**config.mk**
```make
export PLATFORM = sky130hd
export DESIGN_NAME = retransmit_tracker_with_dedup_top_flat
export DESIGN_NICKNAME = d
export VERILOG_FILES = /design/src/hw/rtl/rtdd_pkg.sv /design/src/hw/rtl/rtdd_if.sv /design/src/hw/rtl/retransmit_tracker_with_dedup_top.sv /design/src/hw/rtl/rtdd_cell.sv /design/src/hw/rtl/rtdd_hist.sv /design/src/flat_wrapper.sv
export VERILOG_INCLUDE_DIRS = /design/src /design/src/hw/rtl
export SDC_FILE = /design/constraint.sdc
export NUM_CORES = 2
export LEC_CHECK = 0
export BUFFER_PORTS_ARGS = -buffer_cell sky130_fd_sc_hd__clkbuf_2
export CAP_MARGIN = 20
export CORE_ASPECT_RATIO = 0.9
export CORE_MARGIN = 3
export CORE_UTILIZATION = 50
export DETAILED_ROUTE_END_ITERATION = 12
export GPL_TIMING_DRIVEN = 0
export PLACE_DENSITY = 0.66
export SETUP_SLACK_MARGIN = 0.1
export SLEW_MARGIN = 5
export SYNTH_ARGS = -nofsm -noshare
export SYNTH_HDL_FRONTEND = slang
export SYNTH_HIERARCHICAL = 1
export SYNTH_SLANG_ARGS = --single-unit
```
**constraint.sdc**
```tcl
create_clock -name clk_i -period 13 [get_ports clk_i]
set_input_delay 1.95 -clock clk_i [delete_from_list [all_inputs] [get_ports clk_i]]
set_output_delay 1.95 -clock clk_i [all_outputs]
set_load 0.05 [all_outputs]
```
**src/hw/rtl/retransmit_tracker_with_dedup_top_assert.svh**
```systemverilog
// assertion macros shared by the rtl
`ifndef RETRANSMIT_TRACKER_WITH_DEDUP_TOP_ASSERT_SVH
`define RETRANSMIT_TRACKER_WITH_DEDUP_TOP_ASSERT_SVH

// same-cycle implication
`define RTDD_ASSERT(lbl, ante, cons) \
  lbl: assert property (@(posedge clk_i) disable iff (!rst_ni) (ante) |-> (cons)) \
    else $error("rtdd assertion failed");

// next-cycle implication
`define RTDD_ASSERT_NX(lbl, ante, cons) \
  lbl: assert property (@(posedge clk_i) disable iff (!rst_ni) (ante) |=> (cons)) \
    else $error("rtdd assertion failed");

`endif

```
**src/hw/rtl/rtdd_pkg.sv**
```systemverilog
`default_nettype none
package rtdd_pkg;

  localparam int QDepth  = 8;
  localparam int HDepth  = 16;
  localparam int QIdxW   = $clog2(QDepth);
  localparam int QCntW   = $clog2(QDepth + 1);
  localparam int HIdxW   = $clog2(HDepth);

  localparam logic [1:0] ReqEnqueue = 2'd0;
  localparam logic [1:0] ReqNotice  = 2'd1;
  localparam logic [1:0] ReqTick    = 2'd2;
  localparam logic [1:0] ReqRecv    = 2'd3;

  localparam logic [1:0] RegBridge  = 2'd0;
  localparam logic [1:0] RegSilence = 2'd1;
  localparam logic [1:0] RegRetry   = 2'd2;
  localparam logic [1:0] RegBcast   = 2'd3;

  localparam logic [3:0] EvQueued  = 4'd0;
  localparam logic [3:0] EvFull    = 4'd1;
  localparam logic [3:0] EvSent    = 4'd2;
  localparam logic [3:0] EvBcast   = 4'd3;
  localparam logic [3:0] EvAwait   = 4'd4;
  localparam logic [3:0] EvError   = 4'd5;
  localparam logic [3:0] EvDropped = 4'd6;
  localparam logic [3:0] EvResend  = 4'd7;
  localparam logic [3:0] EvDup     = 4'd8;
  localparam logic [3:0] EvMatched = 4'd9;
  localparam logic [3:0] EvBridge  = 4'd10;
  localparam logic [3:0] EvIgnored = 4'd11;

  typedef struct packed {
    logic        used;
    logic [15:0] rid;
    logic [15:0] fid;
    logic [7:0]  kind;
    logic        wait_send;
    logic        await_rsp;
    logic        no_reply;
    logic [7:0]  retries;
    logic [7:0]  silence;
  } entry_t;

  typedef struct packed {
    logic [3:0]  kind;
    logic [15:0] rid;
    logic [7:0]  rk;
    logic [7:0]  retries;
    logic        last;
  } evt_t;

  typedef struct packed {
    logic   shift;
    entry_t upd;
    entry_t nbr;
  } cell_ctl_t;

  function automatic logic [7:0] sat_inc(input logic [7:0] x);
    sat_inc = (x == 8'hFF) ? x : x + 8'd1;
  endfunction

endpackage
`default_nettype wire

```
**src/hw/rtl/rtdd_if.sv**
```systemverilog
`default_nettype none
interface rtdd_req_if;
  logic        valid;
  logic        ready;
  logic [1:0]  req_type;
  logic [15:0] req_ident;
  logic [15:0] frame_id;
  logic [7:0]  request_kind;
  logic        no_reply_expected;
  logic        radio_accepts;
  logic [7:0]  app_id;
  logic [7:0]  nspace_id;
  modport source (output valid, req_type, req_ident, frame_id, request_kind,
                  no_reply_expected, radio_accepts, app_id, nspace_id, input ready);
  modport sink (input valid, req_type, req_ident, frame_id, request_kind,
                no_reply_expected, radio_accepts, app_id, nspace_id, output ready);
endinterface

interface rtdd_evt_if;
  logic        valid;
  logic        ready;
  logic [3:0]  event_kind;
  logic [15:0] event_req_ident;
  logic [7:0]  event_request_kind;
  logic [7:0]  event_retries;
  logic        last_event;
  modport source (output valid, event_kind, event_req_ident, event_request_kind,
                  event_retries, last_event, input ready);
  modport sink (input valid, event_kind, event_req_ident, event_request_kind,
                event_retries, last_event, output ready);
endinterface

interface rtdd_cfg_if;
  logic       valid;
  logic       ready;
  logic [1:0] index;
  logic [7:0] data;
  modport source (output valid, index, data, input ready);
  modport sink (input valid, index, data, output ready);
endinterface
`default_nettype wire

```
**src/hw/rtl/retransmit_tracker_with_dedup_top.sv**
```systemverilog
`default_nettype none
// channel  | dir | payload
// req_i    | in  | req_type, req_ident, frame_id, request_kind, flags, app/namespace ids
// evt_o    | out | event_kind, event_req_ident, event_request_kind, event_retries, last_event
// cfg_i    | in  | index, data (always ready)
// an item is taken in the idle state; enqueue, notice and receive then pass through the execute and finish states
// a tick steps through at most 8 entries in index order (a removal stays on its index), then ends
//   and passes to the finish state
// compaction shifts every cell from the removed index upward at once
// a result waits in a holding register so last_event can be set; full output stalls the walk
// reset clears the used bits, the id history, the config and state registers; no clearing pass
module retransmit_tracker_with_dedup_top (
  input wire logic clk_i,
  input wire logic rst_ni,
  rtdd_req_if.sink   req_i,
  rtdd_evt_if.source evt_o,
  rtdd_cfg_if.sink   cfg_i
);
  import rtdd_pkg::*;

  localparam logic [1:0] S_IDLE = 2'd0;
  localparam logic [1:0] S_EXEC = 2'd1;
  localparam logic [1:0] S_TICK = 2'd2;
  localparam logic [1:0] S_FIN  = 2'd3;

  logic [1:0] state_q, state_d;
  logic [QCntW-1:0] ti_q, ti_d;

  logic       bridge_q;
  logic [7:0] sil_lim_q, ret_lim_q, bmask_q;

  logic [1:0]  typ_q;
  logic [15:0] rid_q, fid_q;
  logic [7:0]  kind_q, app_q, ns_q;
  logic        nr_q, acc_q;

  logic pend_valid_q;
  evt_t pend_q, out_q;
  logic out_valid_q;

  entry_t    ent [QDepth];
  entry_t    ent_mod [QDepth];
  cell_ctl_t ctl [QDepth];

  logic [QDepth-1:0] used_v;
  logic [QIdxW-1:0]  free_idx, m_idx, r_idx, cur_idx;
  logic              full, m_found, r_found;
  logic [15:0]       key_rid;
  entry_t            cur, mval;
  logic [7:0]        sil_n;
  logic              tick_end, hit;

  logic       step_ev, mod_en, rm_en, hist_wr, fire, out_free, load_out;
  logic [QIdxW-1:0] mod_idx, rm_idx;
  evt_t       ev;

  assign cfg_i.ready = 1'b1;

  always_ff @(posedge clk_i or negedge rst_ni) begin
    if (!rst_ni) begin
      bridge_q  <= 1'b0;
      sil_lim_q <= 8'd5;
      ret_lim_q <= 8'd3;
      bmask_q   <= 8'd1;
    end else if (cfg_i.valid) begin
      unique case (cfg_i.index)
        RegBridge:  bridge_q  <= cfg_i.data[0];
        RegSilence: sil_lim_q <= cfg_i.data;
        RegRetry:   ret_lim_q <= cfg_i.data;
        RegBcast:   bmask_q   <= cfg_i.data;
        default: ;
      endcase
    end
  end

  always_comb begin
    for (int k = 0; k < QDepth; k++) used_v[k] = ent[k].used;
    full     = &used_v;
    free_idx = '0;
    for (int k = QDepth - 1; k >= 0; k--) begin
      if (!used_v[k]) free_idx = QIdxW'(k);
    end
    m_found = 1'b0;
    m_idx   = '0;
    for (int k = QDepth - 1; k >= 0; k--) begin
      if (used_v[k] && ent[k].fid == fid_q) begin
        m_found = 1'b1;
        m_idx   = QIdxW'(k);
      end
    end
    cur_idx  = ti_q[QIdxW-1:0];
    cur      = ent[cur_idx];
    tick_end = (ti_q == QCntW'(QDepth)) || !cur.used;
    if (state_q == S_TICK) key_rid = cur.rid;
    else if (typ_q == ReqNotice) key_rid = ent[m_idx].rid;
    else key_rid = rid_q;
    r_found = 1'b0;
    r_idx   = '0;
    for (int k = QDepth - 1; k >= 0; k--) begin
      if (used_v[k] && ent[k].rid == key_rid) begin
        r_found = 1'b1;
        r_idx   = QIdxW'(k);
      end
    end
    sil_n = sat_inc(cur.silence);
  end

  rtdd_hist u_hist (
    .clk_i  (clk_i),
    .rst_ni (rst_ni),
    .wr_i   (hist_wr),
    .id_i   ({rid_q, app_q, ns_q}),
    .hit_o  (hit)
  );

  always_comb begin
    step_ev = 1'b0;
    mod_en  = 1'b0;
    rm_en   = 1'b0;
    mod_idx = '0;
    rm_idx  = r_idx;
    mval    = cur;
    ev      = '0;
    state_d = state_q;
    ti_d    = ti_q;
    hist_wr = 1'b0;
    out_free = !out_valid_q || evt_o.ready;
    unique case (state_q)
      S_IDLE: begin
        if (req_i.valid) begin
          state_d = (req_i.req_type == ReqTick) ? S_TICK : S_EXEC;
          ti_d    = '0;
        end
      end
      S_EXEC: begin
        state_d = S_FIN;
        unique case (typ_q)
          ReqEnqueue: begin
            step_ev = 1'b1;
            if (full) begin
              ev = '{EvFull, rid_q, kind_q, 8'd0, 1'b0};
            end else begin
              ev      = '{EvQueued, rid_q, kind_q, 8'd0, 1'b0};
              mod_en  = 1'b1;
              mod_idx = free_idx;
              mval    = '{1'b1, rid_q, fid_q, kind_q, 1'b1, 1'b0, nr_q, 8'd0, 8'd0};
            end
          end
          ReqNotice: begin
            if (m_found) begin
              step_ev = 1'b1;
              if ((ent[m_idx].kind & bmask_q) != 8'd0) begin
                rm_en = 1'b1;
                ev = '{EvBcast, ent[r_idx].rid, ent[r_idx].kind, ent[r_idx].retries, 1'b0};
              end else begin
                mod_en  = 1'b1;
                mod_idx = m_idx;
                mval    = ent[m_idx];
                mval.wait_send = 1'b0;
                mval.await_rsp = 1'b1;
                ev = '{EvAwait, ent[m_idx].rid, ent[m_idx].kind, ent[m_idx].retries, 1'b0};
              end
            end
          end
          ReqTick: ;
          ReqRecv: begin
            step_ev = 1'b1;
            if (hit) begin
              ev = '{EvDup, rid_q, kind_q, 8'd0, 1'b0};
            end else begin
              hist_wr = 1'b1;
              if (r_found) begin
                rm_en = 1'b1;
                ev = '{EvMatched, rid_q, kind_q, ent[r_idx].retries, 1'b0};
              end else if (bridge_q) begin
                ev = '{EvBridge, rid_q, kind_q, 8'd0, 1'b0};
              end else begin
                ev = '{EvIgnored, rid_q, kind_q, 8'd0, 1'b0};
              end
            end
          end
          default: ;
        endcase
      end
      S_TICK: begin
        mod_idx = cur_idx;
        if (tick_end) begin
          state_d = S_FIN;
        end else begin
          ti_d = ti_q + 1'b1;
          if (cur.wait_send) begin
            if (acc_q) begin
              step_ev = 1'b1;
              mod_en  = 1'b1;
              mval.wait_send = 1'b0;
              ev = '{EvSent, cur.rid, cur.kind, cur.retries, 1'b0};
            end
          end else if (cur.await_rsp) begin
            mod_en = 1'b1;
            mval.silence = sil_n;
            if (cur.no_reply || (sil_n > sil_lim_q && cur.retries > ret_lim_q)) begin
              step_ev = 1'b1;
              rm_en   = 1'b1;
              ti_d    = ti_q;
              ev = '{(ent[r_idx].no_reply ? EvDropped : EvError), ent[r_idx].rid,
                     ent[r_idx].kind, ent[r_idx].retries, 1'b0};
            end else if (sil_n > sil_lim_q) begin
              step_ev = 1'b1;
              mval.await_rsp = 1'b0;
              mval.wait_send = 1'b1;
              mval.retries   = sat_inc(cur.retries);
              mval.silence   = 8'd0;
              ev = '{EvResend, cur.rid, cur.kind, sat_inc(cur.retries), 1'b0};
            end
          end
        end
      end
      S_FIN: begin
        if (!pend_valid_q || out_free) state_d = S_IDLE;
      end
      default: state_d = S_IDLE;
    endcase
    fire = !step_ev || !pend_valid_q || out_free;
    if (!fire) begin
      mod_en  = 1'b0;
      rm_en   = 1'b0;
      hist_wr = 1'b0;
      state_d = state_q;
      ti_d    = ti_q;
    end
    load_out = (step_ev && fire && pend_valid_q) ||
               (state_q == S_FIN && pend_valid_q && out_free);
  end

  assign req_i.ready = (state_q == S_IDLE);

  always_comb begin
    for (int k = 0; k < QDepth; k++) begin
      ent_mod[k] = (mod_en && QIdxW'(k) == mod_idx) ? mval : ent[k];
    end
  end

  for (genvar j = 0; j < QDepth; j++) begin : g_cell
    always_comb begin
      ctl[j].shift = rm_en && (rm_idx <= QIdxW'(j));
      ctl[j].upd   = ent_mod[j];
      ctl[j].nbr   = (j == QDepth - 1) ? '0 : ent_mod[(j + 1) % QDepth];
    end
    rtdd_cell u_cell (
      .clk_i  (clk_i),
      .rst_ni (rst_ni),
      .ctl_i  (ctl[j]),
      .ent_o  (ent[j])
    );
  end

  always_ff @(posedge clk_i) begin
    if (req_i.valid && req_i.ready) begin
      typ_q  <= req_i.req_type;
      rid_q  <= req_i.req_ident;
      fid_q  <= req_i.frame_id;
      kind_q <= req_i.request_kind;
      nr_q   <= req_i.no_reply_expected;
      acc_q  <= req_i.radio_accepts;
      app_q  <= req_i.app_id;
      ns_q   <= req_i.nspace_id;
    end
    if (step_ev && fire) pend_q <= ev;
    if (load_out) begin
      out_q <= '{pend_q.kind, pend_q.rid, pend_q.rk, pend_q.retries, (state_q == S_FIN)};
    end
  end

  always_ff @(posedge clk_i or negedge rst_ni) begin
    if (!rst_ni) begin
      state_q      <= S_IDLE;
      ti_q         <= '0;
      pend_valid_q <= 1'b0;
      out_valid_q  <= 1'b0;
    end else begin
      state_q <= state_d;
      ti_q    <= ti_d;
      if (step_ev && fire) pend_valid_q <= 1'b1;
      else if (state_q == S_FIN && out_free) pend_valid_q <= 1'b0;
      if (load_out) out_valid_q <= 1'b1;
      else if (evt_o.ready) out_valid_q <= 1'b0;
    end
  end

  assign evt_o.valid              = out_valid_q;
  assign evt_o.event_kind         = out_q.kind;
  assign evt_o.event_req_ident    = out_q.rid;
  assign evt_o.event_request_kind = out_q.rk;
  assign evt_o.event_retries      = out_q.retries;
  assign evt_o.last_event         = out_q.last;

  `include "retransmit_tracker_with_dedup_top_assert.svh"

  `RTDD_ASSERT(a_idle_no_pend, state_q == S_IDLE, !pend_valid_q)
  `RTDD_ASSERT(a_used_prefix, 1'b1, (used_v & (used_v + 1'b1)) == '0)
  `RTDD_ASSERT(a_tick_range, state_q == S_TICK, ti_q <= QCntW'(QDepth))
  `RTDD_ASSERT_NX(a_fin_flush, state_q == S_FIN && pend_valid_q && out_free,
                  out_valid_q && out_q.last)
endmodule
`default_nettype wire

```
**src/hw/rtl/rtdd_cell.sv**
```systemverilog
`default_nettype none
module rtdd_cell (
  input  wire logic               clk_i,
  input  wire logic               rst_ni,
  input  wire rtdd_pkg::cell_ctl_t ctl_i,
  output rtdd_pkg::entry_t        ent_o
);
  import rtdd_pkg::*;

  entry_t d;
  logic   used_q;
  entry_t data_q;

  assign d = ctl_i.shift ? ctl_i.nbr : ctl_i.upd;

  always_ff @(posedge clk_i or negedge rst_ni) begin
    if (!rst_ni) begin
      used_q <= 1'b0;
    end else begin
      used_q <= d.used;
    end
  end

  always_ff @(posedge clk_i) begin
    data_q <= d;
  end

  always_comb begin
    ent_o      = data_q;
    ent_o.used = used_q;
  end
endmodule
`default_nettype wire

```
**src/hw/rtl/rtdd_hist.sv**
```systemverilog
`default_nettype none
module rtdd_hist (
  input  wire logic        clk_i,
  input  wire logic        rst_ni,
  input  wire logic        wr_i,
  input  wire logic [31:0] id_i,
  output logic             hit_o
);
  import rtdd_pkg::*;

  logic [31:0]      ids_q [HDepth];
  logic [HIdxW-1:0] ptr_q;

  always_comb begin
    hit_o = 1'b0;
    for (int k = 0; k < HDepth; k++) begin
      if (ids_q[k] == id_i) hit_o = 1'b1;
    end
  end

  always_ff @(posedge clk_i or negedge rst_ni) begin
    if (!rst_ni) begin
      for (int k = 0; k < HDepth; k++) ids_q[k] <= '0;
      ptr_q <= '0;
    end else if (wr_i) begin
      ids_q[ptr_q] <= id_i;
      ptr_q <= (ptr_q == HIdxW'(HDepth - 1)) ? '0 : ptr_q + 1'b1;
    end
  end

  `include "retransmit_tracker_with_dedup_top_assert.svh"

  `RTDD_ASSERT(a_ptr_range, 1'b1, ptr_q <= HIdxW'(HDepth - 1))
  `RTDD_ASSERT_NX(a_ptr_moves, wr_i, ptr_q != $past(ptr_q) || HDepth == 1)
  `RTDD_ASSERT_NX(a_written_hits, wr_i, ids_q[$past(ptr_q)] == $past(id_i))
endmodule
`default_nettype wire
```
**src/flat_wrapper.sv**
```systemverilog
// flat-port wrapper written by rule: the top's interface ports become plain ports
module retransmit_tracker_with_dedup_top_flat import rtdd_pkg::*;
  (clk_i, rst_ni, req_i_valid, req_i_req_type, req_i_req_ident, req_i_frame_id, req_i_request_kind, req_i_no_reply_expected, req_i_radio_accepts, req_i_app_id, req_i_nspace_id, req_i_ready, evt_o_valid, evt_o_event_kind, evt_o_event_req_ident, evt_o_event_request_kind, evt_o_event_retries, evt_o_last_event, evt_o_ready, cfg_i_valid, cfg_i_index, cfg_i_data, cfg_i_ready);
  rtdd_req_if req_i_i ();
  rtdd_evt_if evt_o_i ();
  rtdd_cfg_if cfg_i_i ();
  input wire logic clk_i;
  input wire logic rst_ni;
  input wire logic [$bits(req_i_i.valid)-1:0] req_i_valid;
  input wire logic [$bits(req_i_i.req_type)-1:0] req_i_req_type;
  input wire logic [$bits(req_i_i.req_ident)-1:0] req_i_req_ident;
  input wire logic [$bits(req_i_i.frame_id)-1:0] req_i_frame_id;
  input wire logic [$bits(req_i_i.request_kind)-1:0] req_i_request_kind;
  input wire logic [$bits(req_i_i.no_reply_expected)-1:0] req_i_no_reply_expected;
  input wire logic [$bits(req_i_i.radio_accepts)-1:0] req_i_radio_accepts;
  input wire logic [$bits(req_i_i.app_id)-1:0] req_i_app_id;
  input wire logic [$bits(req_i_i.nspace_id)-1:0] req_i_nspace_id;
  output wire logic [$bits(req_i_i.ready)-1:0] req_i_ready;
  output wire logic [$bits(evt_o_i.valid)-1:0] evt_o_valid;
  output wire logic [$bits(evt_o_i.event_kind)-1:0] evt_o_event_kind;
  output wire logic [$bits(evt_o_i.event_req_ident)-1:0] evt_o_event_req_ident;
  output wire logic [$bits(evt_o_i.event_request_kind)-1:0] evt_o_event_request_kind;
  output wire logic [$bits(evt_o_i.event_retries)-1:0] evt_o_event_retries;
  output wire logic [$bits(evt_o_i.last_event)-1:0] evt_o_last_event;
  input wire logic [$bits(evt_o_i.ready)-1:0] evt_o_ready;
  input wire logic [$bits(cfg_i_i.valid)-1:0] cfg_i_valid;
  input wire logic [$bits(cfg_i_i.index)-1:0] cfg_i_index;
  input wire logic [$bits(cfg_i_i.data)-1:0] cfg_i_data;
  output wire logic [$bits(cfg_i_i.ready)-1:0] cfg_i_ready;
  assign req_i_i.valid = req_i_valid;
  assign req_i_i.req_type = req_i_req_type;
  assign req_i_i.req_ident = req_i_req_ident;
  assign req_i_i.frame_id = req_i_frame_id;
  assign req_i_i.request_kind = req_i_request_kind;
  assign req_i_i.no_reply_expected = req_i_no_reply_expected;
  assign req_i_i.radio_accepts = req_i_radio_accepts;
  assign req_i_i.app_id = req_i_app_id;
  assign req_i_i.nspace_id = req_i_nspace_id;
  assign req_i_ready = req_i_i.ready;
  assign evt_o_valid = evt_o_i.valid;
  assign evt_o_event_kind = evt_o_i.event_kind;
  assign evt_o_event_req_ident = evt_o_i.event_req_ident;
  assign evt_o_event_request_kind = evt_o_i.event_request_kind;
  assign evt_o_event_retries = evt_o_i.event_retries;
  assign evt_o_last_event = evt_o_i.last_event;
  assign evt_o_i.ready = evt_o_ready;
  assign cfg_i_i.valid = cfg_i_valid;
  assign cfg_i_i.index = cfg_i_index;
  assign cfg_i_i.data = cfg_i_data;
  assign cfg_i_ready = cfg_i_i.ready;
  retransmit_tracker_with_dedup_top u_core (.clk_i(clk_i), .rst_ni(rst_ni), .req_i(req_i_i), .evt_o(evt_o_i), .cfg_i(cfg_i_i));
endmodule
```
Word-level counts from Yosys, hierarchy flattened:

Cells that the tools add are included.

* flip-flop bits (word level): 1162
* input bits: 75
* output and inout bits: 40
* word-level logic and storage cells: 440

* add/sub/neg operators: 4
* magnitude comparators: 15
* eq/ne operators: 57
* mux-type cells: 177
* bitwise logic cells: 5
* reduce and logical (&&, ||, !) cells: 68

Operators with widths (number)
* 2-to-1 mux 60 bit: 23
* binary-select mux 60 bit (select 3 bit): 3
* bitwise mux 512 bit: 1
* equality test 32 bit: 16
* 2-to-1 mux 37 bit: 7
* equality test 16 bit: 16
* demux 32 bit (select 4 bit): 1
* case mux 60 bit (2 select lines): 1
* 2-to-1 mux 59 bit: 2
* 2-to-1 mux 16 bit: 7
* case mux 37 bit (3 select lines): 1
* 2-to-1 mux 3 bit: 27
* case mux 37 bit (2 select lines): 1
* 2-to-1 mux 36 bit: 2
* 2-to-1 mux 34 bit: 2
* 2-to-1 mux 1 bit: 67
* 2-to-1 mux 41 bit: 1
* logical AND 1 bit: 40
* 2-to-1 mux 35 bit: 1
* 2-to-1 mux 32 bit: 1
* case mux 16 bit (2 select lines): 1
* 2-to-1 mux 4 bit: 6
* 2-to-1 mux 2 bit: 9
* adder 8 x 1 -> 8 bit (second input constant): 2
* other kinds (38): 88

Longest topological paths before layout:

* depth after elaboration: 36
* mapped depth: 40
* depth with buffers taken out: 29

Cells and area by module:

The synthesis kept the hierarchy.

By module, submodules not included
* retransmit_tracker_with_dedup_top: instances 1, cells each 3681, area each 30431.7 um^2, sequential area each 4825.9 um^2
* rtdd_hist: instances 1, cells each 1936, area each 25525.7 um^2, sequential area each 12912.4 um^2
* rtdd_cell: instances 8, cells each 128, area each 2245.9 um^2, sequential area each 1206.2 um^2

Least setup slack after synthesis:

No wires, ideal clock.

* path kind: register to register
* from: register u_core.ti_q[1]
* to: register u_core.out_q (netlist bit u_core/evt_o.event_kind[0]) (enable)
* library setup time: 486 ps
* data arrival time: 9091 ps
* required time: 12514 ps
* path slack: 3423 ps
* cell stages (with the launch flop): 33
* path buffers: 9
* clock period less this slack: 9577 ps
* cells stage by stage: dfrtp_1 > clkbuf_1 > buf_2 > buf_2 > buf_2 > buf_2 > buf_2 > buf_2 > buf_2 > mux4_2 > mux2i_1 > inv_1 > ha_1 > nand2b_1 > nor4_1 > and3b_1 > clkbuf_1 > o21ai_0 > inv_1 > ha_1 > nor2b_1 > o21a_1 > o21ai_0 > nand2b_1 > a21oi_1 > nor2_1 > a211oi_1 > a21oi_1 > o21bai_1 > nand2_1 > o21ai_0 > and2_1 > nor3b_1

* cells in the longest elaborated chain, start to end: 20
* elaborated cells on any way between the ends: 26
* those cells by class: add/sub (1); order compare (2); eq/ne (2); mux (10); bitwise (1); reduce/logical (10)

Ends and longest elaborated chain
* start: declaration: line retransmit_tracker_with_dedup_top.sv:27 `logic [QCntW-1:0] ti_q, ti_d;`
* start signal: assignment: line retransmit_tracker_with_dedup_top.sv:282 `ti_q <= ti_d;`
* inverter 3 -> 4 bit (implied by the code): line retransmit_tracker_with_dedup_top.sv:92 `cur = ent[cur_idx];`
* binary-select mux 60 bit (select 3 bit): line retransmit_tracker_with_dedup_top.sv:92
* 2-to-1 mux 60 bit (implied by the code) (2 in a row): line retransmit_tracker_with_dedup_top.sv:92
* adder 8 x 1 -> 8 bit / equality test 8 bit (equally long branches): line rtdd_pkg.sv:60 `sat_inc = (x == 8'hFF) ? x : x + 8'd1;`
* 2-to-1 mux 8 bit: line rtdd_pkg.sv:60
* > comparator 8 bit: line retransmit_tracker_with_dedup_top.sv:201, retransmit_tracker_with_dedup_top.sv:207
* logical AND 1 bit: line retransmit_tracker_with_dedup_top.sv:201 `if (cur.no_reply || (sil_n > sil_lim_q && cur.retries > ret_lim_q)) begin`
* logical OR 1 bit: line retransmit_tracker_with_dedup_top.sv:201
* [... 2 more ...]
* 2-to-1 mux 1 bit: line retransmit_tracker_with_dedup_top.sv:191 `if (cur.wait_send) begin`
* 2-to-1 mux 1 bit (*): line retransmit_tracker_with_dedup_top.sv:187 `if (tick_end) begin`
* case mux 1 bit (2 select lines) (*): line retransmit_tracker_with_dedup_top.sv:128 `unique case (state_q)`
* zero test 1 bit: line retransmit_tracker_with_dedup_top.sv:223 `fire = !step_ev || !pend_valid_q || out_free;`
* logical OR 1 bit (2 in a row): line retransmit_tracker_with_dedup_top.sv:223
* logical AND 1 bit (*) (2 in a row): line retransmit_tracker_with_dedup_top.sv:231 `load_out = (step_ev && fire && pend_valid_q) ||`
* logical OR 1 bit (*): line retransmit_tracker_with_dedup_top.sv:231
* net u_core.load_out: line retransmit_tracker_with_dedup_top.sv:53 `logic step_ev, mod_en, rm_en, hist_wr, fire, out_free, load_out;`
* end signal: assignment: line retransmit_tracker_with_dedup_top.sv:270 `out_q <= '{pend_q.kind, pend_q.rid, pend_q.rk, pend_q.retries, (state_q == S_FIN)};`
* end: declaration: line retransmit_tracker_with_dedup_top.sv:38 `evt_t pend_q, out_q;`

Mark *: on every way through the listed nets, which the timed path passes. The rest lies on a longest branch. The select of a mux whose other input is x is not followed.
A chain may end at the register's enable or synchronous reset.

==> flow_summary.json <==
{
  "critical-path-top-delay-family": "buffers and inverters",
  "cts_root_buf": "clkbuf_16",
  "max_freq_mhz": 78.1,
  "dp_hpwl_um": 248000,
  "swShare": 0.409,
  "layout-drive-gt1-share": 0.308,
  "post-route-drc-count": 0,
  "yosysSeqAreaShare": 0.370,
  "report.final.setup_viol": 0,
  "syn2layout_area_growth_pct": 11.4,
  "clock-sinks": 1162,
  "path_buf_inv": 11,
  "start_util": 0.505,
  "max_slew_margin": 0.110,
  "p_sw_mw": 5.53,
  "postLayoutCellArea_um2": 82400,
  "worstMarginPinSlew_ps": 1330,
  "rows": 133,
  "r2r_setup_slack_ps": 190,
  "ys_ff_latch": 1162,
  "r2r_cells": 36,
  "tritoncts": "built",
  "wl_per_cell_um": 36.6,
  "fin_crit_sh": 0.985,
  "ys_warn_count": 6,
  "crit_path_top_delay_cell": "clkdlybuf4s15_1",
  "syn_inst": 6641,
  "hold_path.class": "reg -> reg",
  "synth_edf_count": 133,
  "cts_max_level": 3,
  "hp-start": "u_core/pend_q[11]$_SDFFCE_PP0P_",
  "clkLatencyLatePin_ps": 810,
  "post_dp_cell_area_um2": 78000,
  "cp.arrival_ps": 13420,
  "power.density_nw_per_um2": 164,
  "clock_path_buffers": 3,
  "dp_cells": 8820,
  "synth_top_cell_by_area": "dfrtp_1",
  "first_pass_iters": 7,
  "dieHeight_um": 371,
  "synth_common_cells": "800 x mux2_2, 552 x dfrtp_1, 548 x xor2_1, 480 x mux2_4, 472 x dfxtp_1",
  "globalRoute.totalOverflow": 0,
  "critPathCaptureType": "flip-flop",
  "grt_max_degree": 109,
  "crit_fanout": 12,
  "num_vias": 61200,
  "numCtsBuffers": 121,
  "wirelength_um": 332000,
  "grt_first_pass_wirelength_um": 457000,
  "dpl_worst_slack_ps": -2130,
  "fin_crit_ps": 12810,
  "critPathMaxStageDelay_ps": 920,
  "ant_nets": 0,
  "clkPwrFrac": 0.265,
  "p_leak_nw": 34.9,
  "async_flop_share": 0.479,
  "p_seq_frac": 0.339,
  "hold_slack_ps": 419,
  "synth.avg_cell_area_um2": 11.1,
  "outcome": "complete, no violations",
  "core-area_um2": 146000,
  "power_mw": 13.5,
  "regToRegStartpoint": "u_core/ti_q[0]$_DFFE_PN0P_",
  "stdcell_count": 9073,
  "ir_worst_vdd_mv": 0.133,
  "intPower_mw": 7.99,
  "post-synth-top-count-cell": "mux2_2",
  "slew_violations": 0,
  "synth.distinct_cells": 121,
  "synthFlopType": "dfrtp_1",
  "die_width_um": 411,
  "num-fill-cells": 12800,
  "finalHoldViolations": 0,
  "port_buffers": 113,
  "grt_usage": 0.424,
  "fin_skew_ps": 87.4,
  "die_area_um2": 153000,
  "drv_cap": 0,
  "synthesis.area_um2": 73900,
  "synth_area_leaders": "dfrtp_1 19%, dfxtp_1 13%, mux2_2 12%, mux2_4 9.7%, xor2_1 6.5%",
  "start_kind": "flip-flop",
  "gp_congestion": 1.10,
  "path_clk_slew_ps": 70,
  "worst_hold_path.endpoint": "u_core/evt_o.event_request_kind[2]$_DFFE_PP_",
  "num-nets-final": 7115,
  "io_pins": 115,
  "grt_setup_unrepaired": "no",
  "critPathKind": "reg -> reg",
  "first_iter_violations": 8553,
  "ctsHoldBuffers": 0,
  "cp.required_ps": 13610,
  "layout_setup_ws_ps": 193,
  "grt_antenna_before_repair": 20,
  "viasPerCell": 6.74,
  "first_global_vias": 58300,
  "synth_top_area_share": 0.187,
  "combPwrFrac": 0.396,
  "timing.rr.end": "u_core/g_cell[0].u_cell/ent_o[49]$_DFF_P_",
  "cp-startpoint": "u_core/ti_q[0]$_DFFE_PN0P_",
  "whs_path_depth": 0
}
cells by family after synthesis:
logic type / count (synthesis) / share of synthesized area
mux: 1791 / 0.310
simple gates: 1355 / 0.0891
flops: 1162 / 0.370
compound gates: 975 / 0.0913
xor+xnor: 698 / 0.0827
buf+inv: 625 / 0.0506
fa+ha+maj: 33 / 0.00559
other cells: 2 / 0.000102
per-stage QoR:
stage | TNS (ps) | util
3_3_place_gp | -3302220 | 0.527
6_report | 0 | 0.563
5_1_grt | 0 | 0.562
2_1_floorplan | 0 | -
3_5_place_dp | -756270 | 0.533
4_1_cts | 0 | 0.561
sequential cells by signal, summed over array words and instances (netlist names), 16 cells and up:
signal,cells
u_core/rid_q,16
u_core/evt_o.event_req_ident,16
u_core/g_cell.u_cell/ent_o,472
u_core/u_hist/ids_q,512
u_core/pend_q,36
u_core/fid_q,16
power by group through the flow:
stage / registers, mW / logic [mW] / clock network [mW]
after floorplan: 4.55 / 3.12 / 0
after global placement: 4.64 / 4.94 / 0
after detailed placement: 4.64 / 5.04 / 0
after CTS: 4.57 / 5.06 / 3.62
after global routing: 4.62 / 5.49 / 3.77
final: 4.59 / 5.35 / 3.58
layer usage:
metal  GRT usage  part of all wire  up-vias
met4       0.229             0.068       16
li1            -                 -    25000
met5           0           0.00039        -
met1       0.559              0.40    30700
met3       0.150              0.13     1154
met2       0.608              0.41     4271
worst reg2reg max path: cells and delay by family (launching register included):
kind,cells,cell delay (ps)
AO/OA/AOI/OAI,10,2350
XOR/XNOR,1,700
adder cells (fa/ha/maj),2,540
buffers and inverters,11,5940
flip-flops,1,740
multiplexers,3,1200
AND/OR/NAND/NOR,9,1140
cell type report:
type                       instances  area, um2  area share
clock inverter                    41        526     0.00638
buffer                           547       3490      0.0424
timing repair buffer             185       1570      0.0191
sequential                      1162      27400       0.332
clock buffer                     178       3530      0.0429
tap                             1957       2450      0.0297
inverter                          77        289     0.00351
antenna                           13       32.5    0.000395
multi-input combinational       4913      43100       0.523
timing repair:
item,4_1_cts,5_1_grt
gates resized for setup,12,12
pin swaps,1,0
setup endpoints to repair,994,902
setup buffers,3,0
gates cloned,0,0
worst max-delay path by stage:
stage                                                end  cells past startpoint
2_1_floorplan       u_core/evt_o.event_kind[0]$_DFFE_PP_                     32
3_3_place_gp        u_core/u_hist/ids_q[107]$_DFFE_PN0P_                      1
3_5_place_dp   u_core/g_cell[0].u_cell/ent_o[55]$_DFF_P_                     38
4_1_cts        u_core/g_cell[5].u_cell/ent_o[11]$_DFF_P_                     37
5_1_grt        u_core/g_cell[3].u_cell/ent_o[49]$_DFF_P_                     39
6_report       u_core/g_cell[0].u_cell/ent_o[49]$_DFF_P_                     36
cell usage in the layout, fill, tap and decap left out, types with 120 or more instances in the layout:
master	instances
mux4_2	120
nor4_1	151
clkbuf_1	243
xnor2_1	150
nor2_1	343
mux2_2	800
xor2_1	548
mux2i_1	319
clkbuf_16	123
nand2_1	430
dfxtp_1	472
a21oi_1	243
o21ai_0	193
clkbuf_2	125
mux2_4	480
dfrtp_1	552
buf_2	168
edfxtp_1	133
Power figures use the tool's default switching activity.
